File: config.mk
export PLATFORM = sky130hd
export DESIGN_NAME = nru_clock_page_replacer_unit
export DESIGN_NICKNAME = d
export VERILOG_FILES = /design/src/hw/rtl/nrucpr_pkg.sv /design/src/hw/rtl/nrucpr_cell.sv /design/src/hw/rtl/nru_clock_page_replacer_unit.sv
export SDC_FILE = /design/constraint.sdc
export NUM_CORES = 1
export LEC_CHECK = 0
export ABC_AREA = 1
export ABC_CLOCK_PERIOD_IN_PS = 8000
export BUFFER_PORTS_ARGS = -buffer_cell sky130_fd_sc_hd__buf_4
export CAP_MARGIN = 10
export CORE_MARGIN = 8
export CORE_UTILIZATION = 35
export CTS_CLUSTER_SIZE = 20
export DETAILED_ROUTE_END_ITERATION = 6
export HOLD_SLACK_MARGIN = 0.08
export PLACE_DENSITY_LB_ADDON = 0.08
export RECOVER_POWER = 25
export SKIP_CTS_REPAIR_TIMING = 1
export SLEW_MARGIN = 0
export SYNTH_ARGS = -nofsm -noshare
export SYNTH_HDL_FRONTEND = slang
export SYNTH_SLANG_ARGS = --single-unit
File: constraint.sdc
create_clock -name clk -period 8 [get_ports clk]
set_input_delay 1.2 -clock clk [delete_from_list [all_inputs] [get_ports clk]]
set_output_delay 1.2 -clock clk [all_outputs]
set_load 0.05 [all_outputs]
File: src/hw/rtl/nrucpr_pkg.sv
// Shared types and constants for the clock page replacer.
`default_nettype none

package nrucpr_pkg;

  // Command codes of an input item.
  localparam logic CMD_PRELOAD   = 1'b0;
  localparam logic CMD_REFERENCE = 1'b1;

  // Width of the saturating fault counter and its ceiling.
  localparam int unsigned FAULT_W = 32;
  localparam logic [FAULT_W-1:0] FAULT_MAX = '1;

  // Width of the frame limit register.
  localparam int unsigned LIMIT_W = 5;

  // Width of page numbers on the ports.
  localparam int unsigned PORT_PAGE_W = 16;

  // Width of the resident count on the ports.
  localparam int unsigned RESIDENT_W = 5;

  // Per-frame control from the sequencer to one cell of the ring.
  typedef struct packed {
    logic load;       // write a new page with referenced set
    logic shift;      // take the entry of the left neighbor
    logic touch;      // set the referenced bit
    logic touch_mod;  // set the modified bit
    logic clr_ref;    // clear the referenced bit
  } cell_ctl_t;

endpackage

`default_nettype wire

File: src/hw/rtl/nrucpr_cell.sv
// One frame of the replacement ring: tag, referenced and modified bits.
`default_nettype none

module nrucpr_cell #(
  parameter int unsigned PAGE_BITS = 16
) (
  input  wire logic                   clk,
  input  wire nrucpr_pkg::cell_ctl_t  ctl,
  input  wire logic [PAGE_BITS-1:0]   key,
  input  wire logic                   new_mod,
  input  wire logic [PAGE_BITS-1:0]   left_page,
  input  wire logic                   left_ref,
  input  wire logic                   left_mod,
  output logic [PAGE_BITS-1:0]        page,
  output logic                        ref_bit,
  output logic                        mod_bit,
  output logic                        match
);

  logic [PAGE_BITS-1:0] page_r;
  logic                 ref_r;
  logic                 mod_r;

  // A new page is written from the lookup key; a shift takes the neighbor's entry.
  always_ff @(posedge clk) begin
    if (ctl.load) begin
      page_r <= key;
      ref_r  <= 1'b1;
      mod_r  <= new_mod;
    end else if (ctl.shift) begin
      page_r <= left_page;
      ref_r  <= left_ref;
      mod_r  <= left_mod;
    end else begin
      if (ctl.touch) begin
        ref_r <= 1'b1;
      end
      if (ctl.touch_mod) begin
        mod_r <= 1'b1;
      end
      if (ctl.clr_ref) begin
        ref_r <= 1'b0;
      end
    end
  end

  // Tag compare for the parallel lookup.
  assign match   = (page_r == key);
  assign page    = page_r;
  assign ref_bit = ref_r;
  assign mod_bit = mod_r;

endmodule

`default_nettype wire

File: src/hw/rtl/nru_clock_page_replacer_unit.sv
// Top level of the not-recently-used clock page replacer.
`default_nettype none

// An item is taken when start is high and busy is low. A hit, a preload or a
// fault that finds a free frame registers its result on the out_ ports from the
// lookup state, and the next item can be taken while that result is shown. A
// fault into a full ring sweeps the ring from the hand, one frame per cycle, and
// visits at most 4n + 1 frames, n being the resident count, victim included.
// out_valid is high for exactly one cycle per item and cannot be held off. The
// frame limit is written through cfg_valid/cfg_data (cfg_ready is always high);
// the user must write it only while idle, which the block does not enforce.
module nru_clock_page_replacer_unit #(
  parameter int unsigned MAX_FRAMES = 16,
  parameter int unsigned PAGE_BITS  = 16
) (
  input  wire logic                                 clk,
  input  wire logic                                 rst_n,
  // Command channel.
  input  wire logic                                 start,
  output logic                                      busy,
  input  wire logic                                 in_cmd,
  input  wire logic [nrucpr_pkg::PORT_PAGE_W-1:0]   in_page_number,
  input  wire logic                                 in_is_write,
  // Result channel.
  output logic                                      out_valid,
  output logic                                      out_accepted,
  output logic                                      out_hit,
  output logic                                      out_fault,
  output logic                                      out_evicted,
  output logic [nrucpr_pkg::PORT_PAGE_W-1:0]        out_victim_page,
  output logic                                      out_victim_dirty,
  output logic [nrucpr_pkg::FAULT_W-1:0]            out_fault_total,
  output logic [nrucpr_pkg::RESIDENT_W-1:0]         out_resident_count,
  // Frame limit register.
  input  wire logic                                 cfg_valid,
  output logic                                      cfg_ready,
  input  wire logic [nrucpr_pkg::LIMIT_W-1:0]       cfg_data
);

  localparam int unsigned CNT_W = $clog2(MAX_FRAMES + 1);
  localparam int unsigned IDX_W = $clog2(MAX_FRAMES);

  typedef enum logic [1:0] {
    S_IDLE,
    S_LOOK,
    S_SWEEP
  } state_t;

  state_t                            state_r;
  logic [PAGE_BITS-1:0]              key_r;
  logic                              cmd_r;
  logic                              wr_r;
  logic [IDX_W-1:0]                  hand_r;
  logic [CNT_W-1:0]                  occ_r;
  logic [nrucpr_pkg::FAULT_W-1:0]    fault_cnt_r;
  logic [1:0]                        pass_r;
  logic [CNT_W-1:0]                  sweep_cnt_r;
  logic [nrucpr_pkg::LIMIT_W-1:0]    limit_r;
  logic                              out_valid_r;
  logic                              out_accepted_r;
  logic                              out_hit_r;
  logic                              out_fault_r;
  logic                              out_evicted_r;
  logic [nrucpr_pkg::PORT_PAGE_W-1:0] out_victim_page_r;
  logic                              out_victim_dirty_r;

  // Cell array signals.
  nrucpr_pkg::cell_ctl_t             ctl     [MAX_FRAMES];
  logic [PAGE_BITS-1:0]              page_q  [MAX_FRAMES];
  logic                              ref_q   [MAX_FRAMES];
  logic                              mod_q   [MAX_FRAMES];
  logic [MAX_FRAMES-1:0]             match_q;
  logic [MAX_FRAMES-1:0]             hit_vec;

  logic                              hit_any;
  logic [IDX_W-1:0]                  hit_idx;
  logic [CNT_W-1:0]                  limit;
  logic                              full;
  logic                              key_nonzero;
  logic [IDX_W-1:0]                  ins_pos;
  logic [IDX_W-1:0]                  hand_next;
  logic                              sweep_hit;
  logic                              do_insert;
  logic                              do_touch;

  // Row of frame cells; cells above the insert position take their left neighbor's entry on an insert.
  for (genvar j = 0; j < MAX_FRAMES; j++) begin : g_cell
    if (j == 0) begin : g_first
      nrucpr_cell #(
        .PAGE_BITS (PAGE_BITS)
      ) u_cell (
        .clk       (clk),
        .ctl       (ctl[j]),
        .key       (key_r),
        .new_mod   (wr_r),
        .left_page ('0),
        .left_ref  (1'b0),
        .left_mod  (1'b0),
        .page      (page_q[j]),
        .ref_bit   (ref_q[j]),
        .mod_bit   (mod_q[j]),
        .match     (match_q[j])
      );
    end else begin : g_rest
      nrucpr_cell #(
        .PAGE_BITS (PAGE_BITS)
      ) u_cell (
        .clk       (clk),
        .ctl       (ctl[j]),
        .key       (key_r),
        .new_mod   (wr_r),
        .left_page (page_q[j-1]),
        .left_ref  (ref_q[j-1]),
        .left_mod  (mod_q[j-1]),
        .page      (page_q[j]),
        .ref_bit   (ref_q[j]),
        .mod_bit   (mod_q[j]),
        .match     (match_q[j])
      );
    end
    // Only occupied frames take part in the lookup.
    assign hit_vec[j] = match_q[j] && (CNT_W'(j) < occ_r);
  end

  // Lowest matching frame wins; tags are unique, so at most one matches.
  always_comb begin
    hit_any = 1'b0;
    hit_idx = '0;
    for (int j = MAX_FRAMES - 1; j >= 0; j--) begin
      if (hit_vec[j]) begin
        hit_any = 1'b1;
        hit_idx = IDX_W'(j);
      end
    end
  end

  // Frame limit clamped to one through MAX_FRAMES.
  always_comb begin
    if (limit_r == '0) begin
      limit = CNT_W'(1);
    end else if (32'(limit_r) > 32'(MAX_FRAMES)) begin
      limit = CNT_W'(MAX_FRAMES);
    end else begin
      limit = CNT_W'(limit_r);
    end
  end

  assign full        = (occ_r >= limit);
  assign key_nonzero = (key_r != '0);
  assign ins_pos     = (occ_r == '0) ? '0 : hand_r;
  assign hand_next   = (CNT_W'(hand_r) == occ_r - CNT_W'(1)) ? '0 : hand_r + IDX_W'(1);
  assign sweep_hit   = ({ref_q[hand_r], mod_q[hand_r]} == pass_r);

  // Decision taken in the lookup cycle.
  always_comb begin
    do_insert = 1'b0;
    do_touch  = 1'b0;
    if (state_r == S_LOOK) begin
      if (cmd_r == nrucpr_pkg::CMD_PRELOAD) begin
        do_insert = !hit_any && key_nonzero && !full;
      end else begin
        do_touch  = hit_any;
        do_insert = !hit_any && !full;
      end
    end
  end

  // Per-cell controls for insert, touch and the sweep.
  always_comb begin
    for (int j = 0; j < MAX_FRAMES; j++) begin
      ctl[j] = '0;
      if (do_insert) begin
        ctl[j].load  = (IDX_W'(j) == ins_pos);
        ctl[j].shift = (IDX_W'(j) > ins_pos) && (CNT_W'(j) <= occ_r);
      end
      if (do_touch && IDX_W'(j) == hit_idx) begin
        ctl[j].touch     = 1'b1;
        ctl[j].touch_mod = wr_r;
      end
      if (state_r == S_SWEEP && IDX_W'(j) == hand_r) begin
        ctl[j].load    = sweep_hit;
        ctl[j].clr_ref = !sweep_hit;
      end
    end
  end

  // Sequencer, ring bookkeeping and result registers.
  always_ff @(posedge clk) begin
    if (!rst_n) begin
      state_r            <= S_IDLE;
      key_r              <= '0;
      cmd_r              <= nrucpr_pkg::CMD_PRELOAD;
      wr_r               <= 1'b0;
      hand_r             <= '0;
      occ_r              <= '0;
      fault_cnt_r        <= '0;
      pass_r             <= '0;
      sweep_cnt_r        <= '0;
      limit_r            <= nrucpr_pkg::LIMIT_W'(16);
      out_valid_r        <= 1'b0;
      out_accepted_r     <= 1'b0;
      out_hit_r          <= 1'b0;
      out_fault_r        <= 1'b0;
      out_evicted_r      <= 1'b0;
      out_victim_page_r  <= '0;
      out_victim_dirty_r <= 1'b0;
    end else begin
      if (cfg_valid) begin
        limit_r <= cfg_data;
      end
      case (state_r)
        S_IDLE: begin
          out_valid_r <= 1'b0;
          if (start) begin
            key_r   <= PAGE_BITS'(in_page_number);
            cmd_r   <= in_cmd;
            wr_r    <= in_is_write;
            state_r <= S_LOOK;
          end
        end
        S_LOOK: begin
          out_hit_r          <= hit_any;
          out_evicted_r      <= 1'b0;
          out_victim_page_r  <= '0;
          out_victim_dirty_r <= 1'b0;
          if (do_insert) begin
            occ_r  <= occ_r + CNT_W'(1);
            hand_r <= (occ_r == '0) ? '0 : ins_pos + IDX_W'(1);
          end
          if (cmd_r == nrucpr_pkg::CMD_PRELOAD) begin
            out_accepted_r <= do_insert;
            out_fault_r    <= 1'b0;
            out_valid_r    <= 1'b1;
            state_r        <= S_IDLE;
          end else begin
            out_accepted_r <= 1'b1;
            out_fault_r    <= !hit_any;
            if (!hit_any && fault_cnt_r != nrucpr_pkg::FAULT_MAX) begin
              fault_cnt_r <= fault_cnt_r + nrucpr_pkg::FAULT_W'(1);
            end
            if (!hit_any && full) begin
              pass_r      <= '0;
              sweep_cnt_r <= '0;
              out_valid_r <= 1'b0;
              state_r     <= S_SWEEP;
            end else begin
              out_valid_r <= 1'b1;
              state_r     <= S_IDLE;
            end
          end
        end
        S_SWEEP: begin
          hand_r <= hand_next;
          if (sweep_hit) begin
            out_evicted_r      <= 1'b1;
            out_victim_page_r  <= nrucpr_pkg::PORT_PAGE_W'(page_q[hand_r]);
            out_victim_dirty_r <= mod_q[hand_r];
            out_valid_r        <= 1'b1;
            state_r            <= S_IDLE;
          end else if (sweep_cnt_r == occ_r - CNT_W'(1)) begin
            // One full lap without a match: look for the next class.
            out_valid_r <= 1'b0;
            sweep_cnt_r <= '0;
            pass_r      <= pass_r + 2'd1;
          end else begin
            out_valid_r <= 1'b0;
            sweep_cnt_r <= sweep_cnt_r + CNT_W'(1);
          end
        end
        default: begin
          out_valid_r <= 1'b0;
          state_r     <= S_IDLE;
        end
      endcase
    end
  end

  assign busy               = (state_r != S_IDLE);
  assign cfg_ready          = 1'b1;
  assign out_valid          = out_valid_r;
  assign out_accepted       = out_accepted_r;
  assign out_hit            = out_hit_r;
  assign out_fault          = out_fault_r;
  assign out_evicted        = out_evicted_r;
  assign out_victim_page    = out_victim_page_r;
  assign out_victim_dirty   = out_victim_dirty_r;
  assign out_fault_total    = fault_cnt_r;
  assign out_resident_count = nrucpr_pkg::RESIDENT_W'(occ_r);

  // A result is only shown once the sequencer is back to idle.
  a_result_when_idle: assert property (@(posedge clk) disable iff (!rst_n)
    out_valid |-> !busy)
    else $error("result strobe while busy");

  // Resident tags are unique, so the lookup never finds two frames.
  a_unique_hit: assert property (@(posedge clk) disable iff (!rst_n)
    state_r == S_LOOK |-> $onehot0(hit_vec))
    else $error("page resident in more than one frame");

  // An eviction only comes from a faulting reference.
  a_evict_on_fault: assert property (@(posedge clk) disable iff (!rst_n)
    (out_valid && out_evicted) |-> (out_fault && out_accepted && !out_hit))
    else $error("eviction without a fault");

  // The hand stays inside the occupied part of the ring while sweeping.
  a_hand_in_ring: assert property (@(posedge clk) disable iff (!rst_n)
    state_r == S_SWEEP |-> (CNT_W'(hand_r) < occ_r))
    else $error("sweep hand outside the ring");

  // Occupancy never exceeds the number of frames.
  a_occ_bound: assert property (@(posedge clk) disable iff (!rst_n)
    occ_r <= CNT_W'(MAX_FRAMES))
    else $error("occupancy above frame count");

endmodule

`default_nettype wire
==> flow_summary.yaml, run 1 <==
outcome:
  outcome: "finished with violations"
  violations: "capacitance limit, slew limit"
cts:
  clkTransAtPathRegs_ps: 60
  cts.htree.levels: 2
  cts-root-buf: "clkbuf_16"
  clk-insertion-delay-late_ps: 600
  clkSinkCount: 383
  cts_tree: "yes"
  cts_max_path_buffers: 3
  cts_buffers: 49
floorplan:
  initial_core_util_pct: 35.4
  dieArea_sq_um: 79700
  rows: 97
  fp.dieH_um: 282
  core_area_sq_um: 70100
  die_w_um: 282
  ioPinCount: 88
grt:
  grt_pass1_wl_mm: 156
  grt_usage_pct: 26.2
  grt_remaining_overflow: 0
  grt_max_degree: 140
  grt_pass1_vias: 22500
  antenna_found_initial: 4
drt:
  vias_per_cell: 5.46
  first_pass_iters: 6
  wire_per_inst_um: 24.5
  drt_wl_total_mm: 107
  drt_iter0_markers: 2523
  drc: 0
  detail-route-antenna-nets: 0
  num_vias: 23800
final_layout:
  multi_input_area_sq_um: 11800
  area_delta_synth_final_pct: 8.74
  nFillCells: 7567
  antennaDiodeCount: 0
  nNetsFinal: 3425
  final_util_pct: 38.5
  drive_gt1_share_pct: 7.32
  final-seq-area_sq_um: 10400
power:
  netSwitchingPower_mw: 1.56
  swShare_pct: 30.1
  power.density_nw_per_um2: 192
  vdd_ir_drop_max_mv: 0.147
  power_frac_comb_pct: 15.0
  p_int_mw: 3.63
  clkPwrFrac_pct: 42.5
  p_seq_share_pct: 42.5
  p_leak_nw: 11.4
placed_design:
  preCtsSetupSlack_ps: 2830
  io_buffers: 86
  gp_congestion: 0.928
  detailed_place_hpwl_mm: 76.0
synthesis:
  post_synth_instance_area_sq_um: 24800
  synth_top_area_share_pct: 32.9
  synth_cell_type_count: 67
  synthFlopType: "edfxtp_1"
  synth_fa_ha_area_share_pct: 1.11
  synthTopCellsByArea: "edfxtp_1 33%, nand2_1 15%, dfxtp_1 9.0%"
  synth_warnings: 0
  synth-compound-area-share_pct: 19.3
  syn_inst: 3400
  syn_area_per_cell_sq_um: 7.30
  yosys.area_share.simple_pct: 25.2
  netlist.top_cell.by_area: "edfxtp_1"
  syn-num-nets: 3449
  synth_edf_count: 272
  synthMuxAreaShare_pct: 0.0403
  ys_top_cells_by_count: "996 x nand2_1, 325 x inv_1, 324 x o21ai_0"
  synth-xor-area-share_pct: 2.40
  synthArstFlopShare_pct: 0
  synth-seq-area-share_pct: 41.9
  yosys_register_bits: 383
  synth_top_family_by_area: "simple AND/OR/NAND/NOR gates"
  synth.most_common_cell: "nand2_1"
timing:
  rsz0062_at_grt: "false"
  layout_setup_ws_ps: 1780
  fmax_mhz: 161
  tightest_slew_ps: 2820
  fin_setup_tns_ps: 0
  slew_headroom_pct: -88.2
  hold_violations: 0
  fin_crit_sh_pct: 77.8
  slew_violations: 129
  period_minus_slack_ps: 6220
  finClkSkew_ps: 17.3
  setup_violations: 0
critical_path:
  path_cells: "inv_1, o21ai_0, inv_1, nand2_1, nor2_1, nand3_1, nand2_1, nor2_1, nand3_4, nor4_1, nand2_2, inv_1, nand2_1, o21ai_0, o21ai_0, buf_4, inv_1, nand2_1"
  path_buf_inv: 5
  max_stage_delay_ps: 990
  endpoint_kind: "register"
  critPathSlowestCell: "dfxtp_1"
  critPathArrivalTime_ps: 6530
  criticalPathCategory: "reg -> reg"
  cp_max_fo: 29
  worstSetupStartpointType: "register"
  path_delay_family: "buffers and inverters"
  crit_required_ps: 8310
job:
  drv_cap: 3
min_path:
  hold_class: "reg -> reg"
## power groups by stage
stage	sequential, mW	clock (mW)	combinational (mW)
after floorplan	2.23	0	0.487
after global placement	2.24	0	0.774
after detailed placement	2.25	0	0.773
after CTS	2.20	2.25	0.776
after global routing	2.21	2.31	0.833
final	2.21	2.21	0.779
## stage by stage
stage / instance area, sq um / hold slack [ps] / std cells / total power [mW]
final: 27000 / 461 / 4353 / 5.19
after global routing: 27000 / 477 / 4353 / 5.35
after CTS: 27400 / 465 / 4353 / 5.23
after detailed placement: 25900 / 457 / 4265 / 3.02
after global placement: 25900 / 448 / 4265 / 3.02
after floorplan: 24800 / 436 / 3400 / 2.71
## final timing paths
check	from	to	slack, ps	depth (start not counted)
hold reg to reg	out_victim_page[7]$_SDFFE_PN0P_	out_victim_page[7]$_SDFFE_PN0P_	460	2
hold / removal	out_victim_page[7]$_SDFFE_PN0P_	out_victim_page[7]$_SDFFE_PN0P_	460	2
setup reg to reg	key_r[4]$_SDFFE_PN0P_	g_cell[0].g_first.u_cell.mod_bit$_DFFE_PP_	1780	18
setup / recovery	key_r[4]$_SDFFE_PN0P_	g_cell[0].g_first.u_cell.mod_bit$_DFFE_PP_	1780	18
## cell type report
cell class,count,share of cell area (%)
clock buffer,62,4.91
clock inverter,26,0.807
inverter,361,5.06
multi-input combinational,2453,43.6
sequential,383,38.5
tap,940,4.36
timing repair buffer,128,2.78
## layer usage
layer | vias to the layer above | global-route usage (%) | part of all wire [%]
met2 | 983 | 43.6 | 47
li1 | 11200 | - | -
met4 | 8 | 9.93 | 4.1
met3 | 221 | 3.80 | 6.9
met1 | 11400 | 34.2 | 42
met5 | - | 0 | 0.048
## tightest hold or removal path, cell delays in order, from the launching register on
cell and delay [ps]:
dfxtp_1 310, nand2_1 60, a21oi_1 50
## cell families after synthesis
| kind of cell | Yosys count |
|---|---|
| AOI/OAI and AO/OA | 869 |
| xor gates and xnor gates | 68 |
| adders and majority gates | 22 |
| buffers and inverters | 564 |
| DFF | 383 |
| muxes | 1 |
| other | 1 |
| and+or+nand+nor | 1492 |
## state kept, by name, indices dropped and copies added, names as in the netlist
name / flops
cmd_r: 1
g_cell.g_first.u_cell.mod_bit: 1
g_cell.g_first.u_cell.page: 16
g_cell.g_first.u_cell.ref_bit: 1
g_cell.g_rest.u_cell.mod_bit: 15
g_cell.g_rest.u_cell.page: 240
g_cell.g_rest.u_cell.ref_bit: 15
hand_r: 4
key_r: 16
limit_r: 5
out_accepted: 1
out_evicted: 1
out_fault: 1
out_fault_total: 32
out_hit: 1
out_resident_count: 5
out_valid: 1
out_victim_dirty: 1
out_victim_page: 16
pass_r: 2
state_r: 2
sweep_cnt_r: 5
wr_r: 1
## layout by cell type (no fill, tap or decap), types with 6 or more instances in the layout
master	count
a211oi_1	6
a21oi_1	230
a31oi_1	9
buf_4	63
clkbuf_1	71
clkbuf_16	49
clkinv_1	18
dfxtp_1	109
edfxtp_1	272
ha_1	22
inv_1	327
inv_2	27
nand2_1	998
nand2_2	13
nand3_1	79
nand3_2	6
nand4_1	35
nor2_1	281
nor3_1	33
nor4_1	9
o21ai_0	353
o21ai_1	174
o21ai_2	36
o21bai_1	12
o22ai_1	15
xnor2_1	13
xor2_1	55
Power figures use the tool's default switching activity.
==> inputs of run 2 (changes only) <==
Settings changed: ABC_CLOCK_PERIOD_IN_PS 8000 to 5600.
Clock period 8 ns to 5.6 ns, I/O delays scaled along.
==> flow_summary.yaml, run 2 (synthesized netlist as in run 1, its figures left out) <==
final_layout:
  final_common_cell: "nand2_1"
  nNetsFinal: 3461
  largest_reg_flops: 240
  final_cell_mix: "999 x nand2_1, 335 x o21ai_0, 326 x inv_1"
  final_cells: 4393
  antennaDiodeCount: 0
  drive_gt1_share_pct: 8.28
  area_delta_synth_final_pct: 9.93
floorplan:
  initial_core_util_pct: 35.4
  fp.dieH_um: 282
  dieArea_sq_um: 79700
  core_area_sq_um: 70100
  ioPinCount: 88
  rows: 97
  die_w_um: 282
cts:
  cts_buffers: 49
  cts.htree.levels: 2
  clkTransAtPathRegs_ps: 60
  clk-insertion-delay-late_ps: 610
  cts-root-buf: "clkbuf_16"
  clkSinkCount: 383
  cts_tree: "yes"
  cts_max_path_buffers: 3
timing:
  slew_violations: 113
  fin_setup_tns_ps: 0
  setup_violations: 0
  period_minus_slack_ps: 4900
  rsz0062_at_grt: "false"
  hold_violations: 0
  slew_headroom_pct: -74.8
  tightest_slew_ps: 2620
  fin_crit_sh_pct: 87.5
  fmax_mhz: 204
  finClkSkew_ps: 21.6
placed_design:
  io_buffers: 86
  detailed_place_hpwl_mm: 76.5
  gp_congestion: 0.963
  placedCellCount: 4301
job:
  drv_cap: 3
grt:
  grt_pass1_wl_mm: 154
  grt_max_degree: 69
  grt_remaining_overflow: 0
  grt_usage_pct: 25.9
  grt_pass1_vias: 22700
  antenna_found_initial: 3
power:
  p_leak_nw: 11.5
  p_seq_share_pct: 42.2
  netSwitchingPower_mw: 2.26
  p_int_mw: 5.20
  clkPwrFrac_pct: 42.4
  swShare_pct: 30.4
  vdd_ir_drop_max_mv: 0.216
  power_frac_comb_pct: 15.4
  power.density_nw_per_um2: 273
drt:
  drt_iter0_markers: 2290
  first_pass_iters: 7
  wire_per_inst_um: 24.0
  vias_per_cell: 5.39
  drc: 1
  detail-route-antenna-nets: 0
  num_vias: 23700
  drt_wl_total_mm: 106
critical_path:
  criticalPathCategory: "reg -> reg"
  endpoint_kind: "register"
  crit_required_ps: 5820
  path_buf_inv: 5
  critPathArrivalTime_ps: 5120
  max_stage_delay_ps: 740
  path_delay_family: "buffers and inverters"
  path_cells: "inv_2, buf_4, nand2_1, o21ai_0, nor2_1, nand2_1, nor2_1, nand3_1, nand2_1, nor2_1, nand3_1, nor4_4, nand2_2, clkbuf_1, nor2_1, inv_1, nand2_1, clkbuf_1"
  cp_max_fo: 22
  critPathSlowestCell: "clkbuf_1"
  worstSetupStartpointType: "register"
outcome:
  outcome: "finished with violations"
  violations: "DRC, capacitance limit, slew limit"
min_path:
  hold_class: "reg -> reg"
[run 2: changes by cell type in the layout (fill, tap and decap cells not counted), sizes merged]
| cell | before | now |
|---|---|---|
| bufinv | 4 | 2 |
| buf | 65 | 97 |
| clkinv | 23 | 12 |
| inv | 359 | 360 |
| clkbuf | 125 | 145 |
[run 2: cell type report]
class	count	area (sq um)
clock buffer	78	1440
tap	940	1180
clock inverter	14	119
timing repair buffer	164	995
inverter	361	1370
fill	7597	42900
sequential	383	10400
multi-input combinational	2453	11800
[run 2: power groups by stage]
stage / clock network [mW] / logic [mW] / registers, mW
after floorplan: 0 / 0.695 / 3.18
after global placement: 0 / 1.14 / 3.21
after detailed placement: 0 / 1.14 / 3.21
after CTS: 3.23 / 1.14 / 3.15
after global routing: 3.30 / 1.23 / 3.15
final: 3.17 / 1.15 / 3.15
[run 2: path summary, 6_finish.rpt]
path,startpoint,end,slack (ps),cells after the start
setup / recovery,key_r[10]$_SDFFE_PN0P_,g_cell[6].g_rest.u_cell.page[12]$_DFFE_PP_,700,18
hold / removal,out_victim_page[7]$_SDFFE_PN0P_,out_victim_page[7]$_SDFFE_PN0P_,470,2
setup reg to reg,key_r[10]$_SDFFE_PN0P_,g_cell[6].g_rest.u_cell.page[12]$_DFFE_PP_,700,18
hold reg to reg,out_victim_page[7]$_SDFFE_PN0P_,out_victim_page[7]$_SDFFE_PN0P_,470,2
[run 2: metrics by stage]
step	utilization (%)	area, sq um	power [mW]	worst slack, ps	hold slack [ps]
2_1_floorplan	-	24800	3.88	1840	436
3_3_place_gp	37.2	26100	4.35	1020	450
3_5_place_dp	37.2	26100	4.35	1020	461
4_1_cts	39.5	27700	7.52	1010	456
5_1_grt	38.9	27300	7.68	324	481
6_report	38.9	27300	7.46	702	465
[run 2: routing by layer]
metal | global-route usage [%] | vias to the layer above | part of all wire (%)
met5 | 0 | - | 0.041
li1 | - | 11200 | -
met3 | 3.27 | 227 | 6.4
met4 | 9.94 | 6 | 4.3
met2 | 44.0 | 897 | 48
met1 | 33.4 | 11300 | 42
[run 2: worst min-delay path, delay by kind of cell (launching register included)]
family,cells,cell delay [ps]
DFF,1,310
AOI/OAI and AO/OA,1,50
and+or+nand+nor,1,60
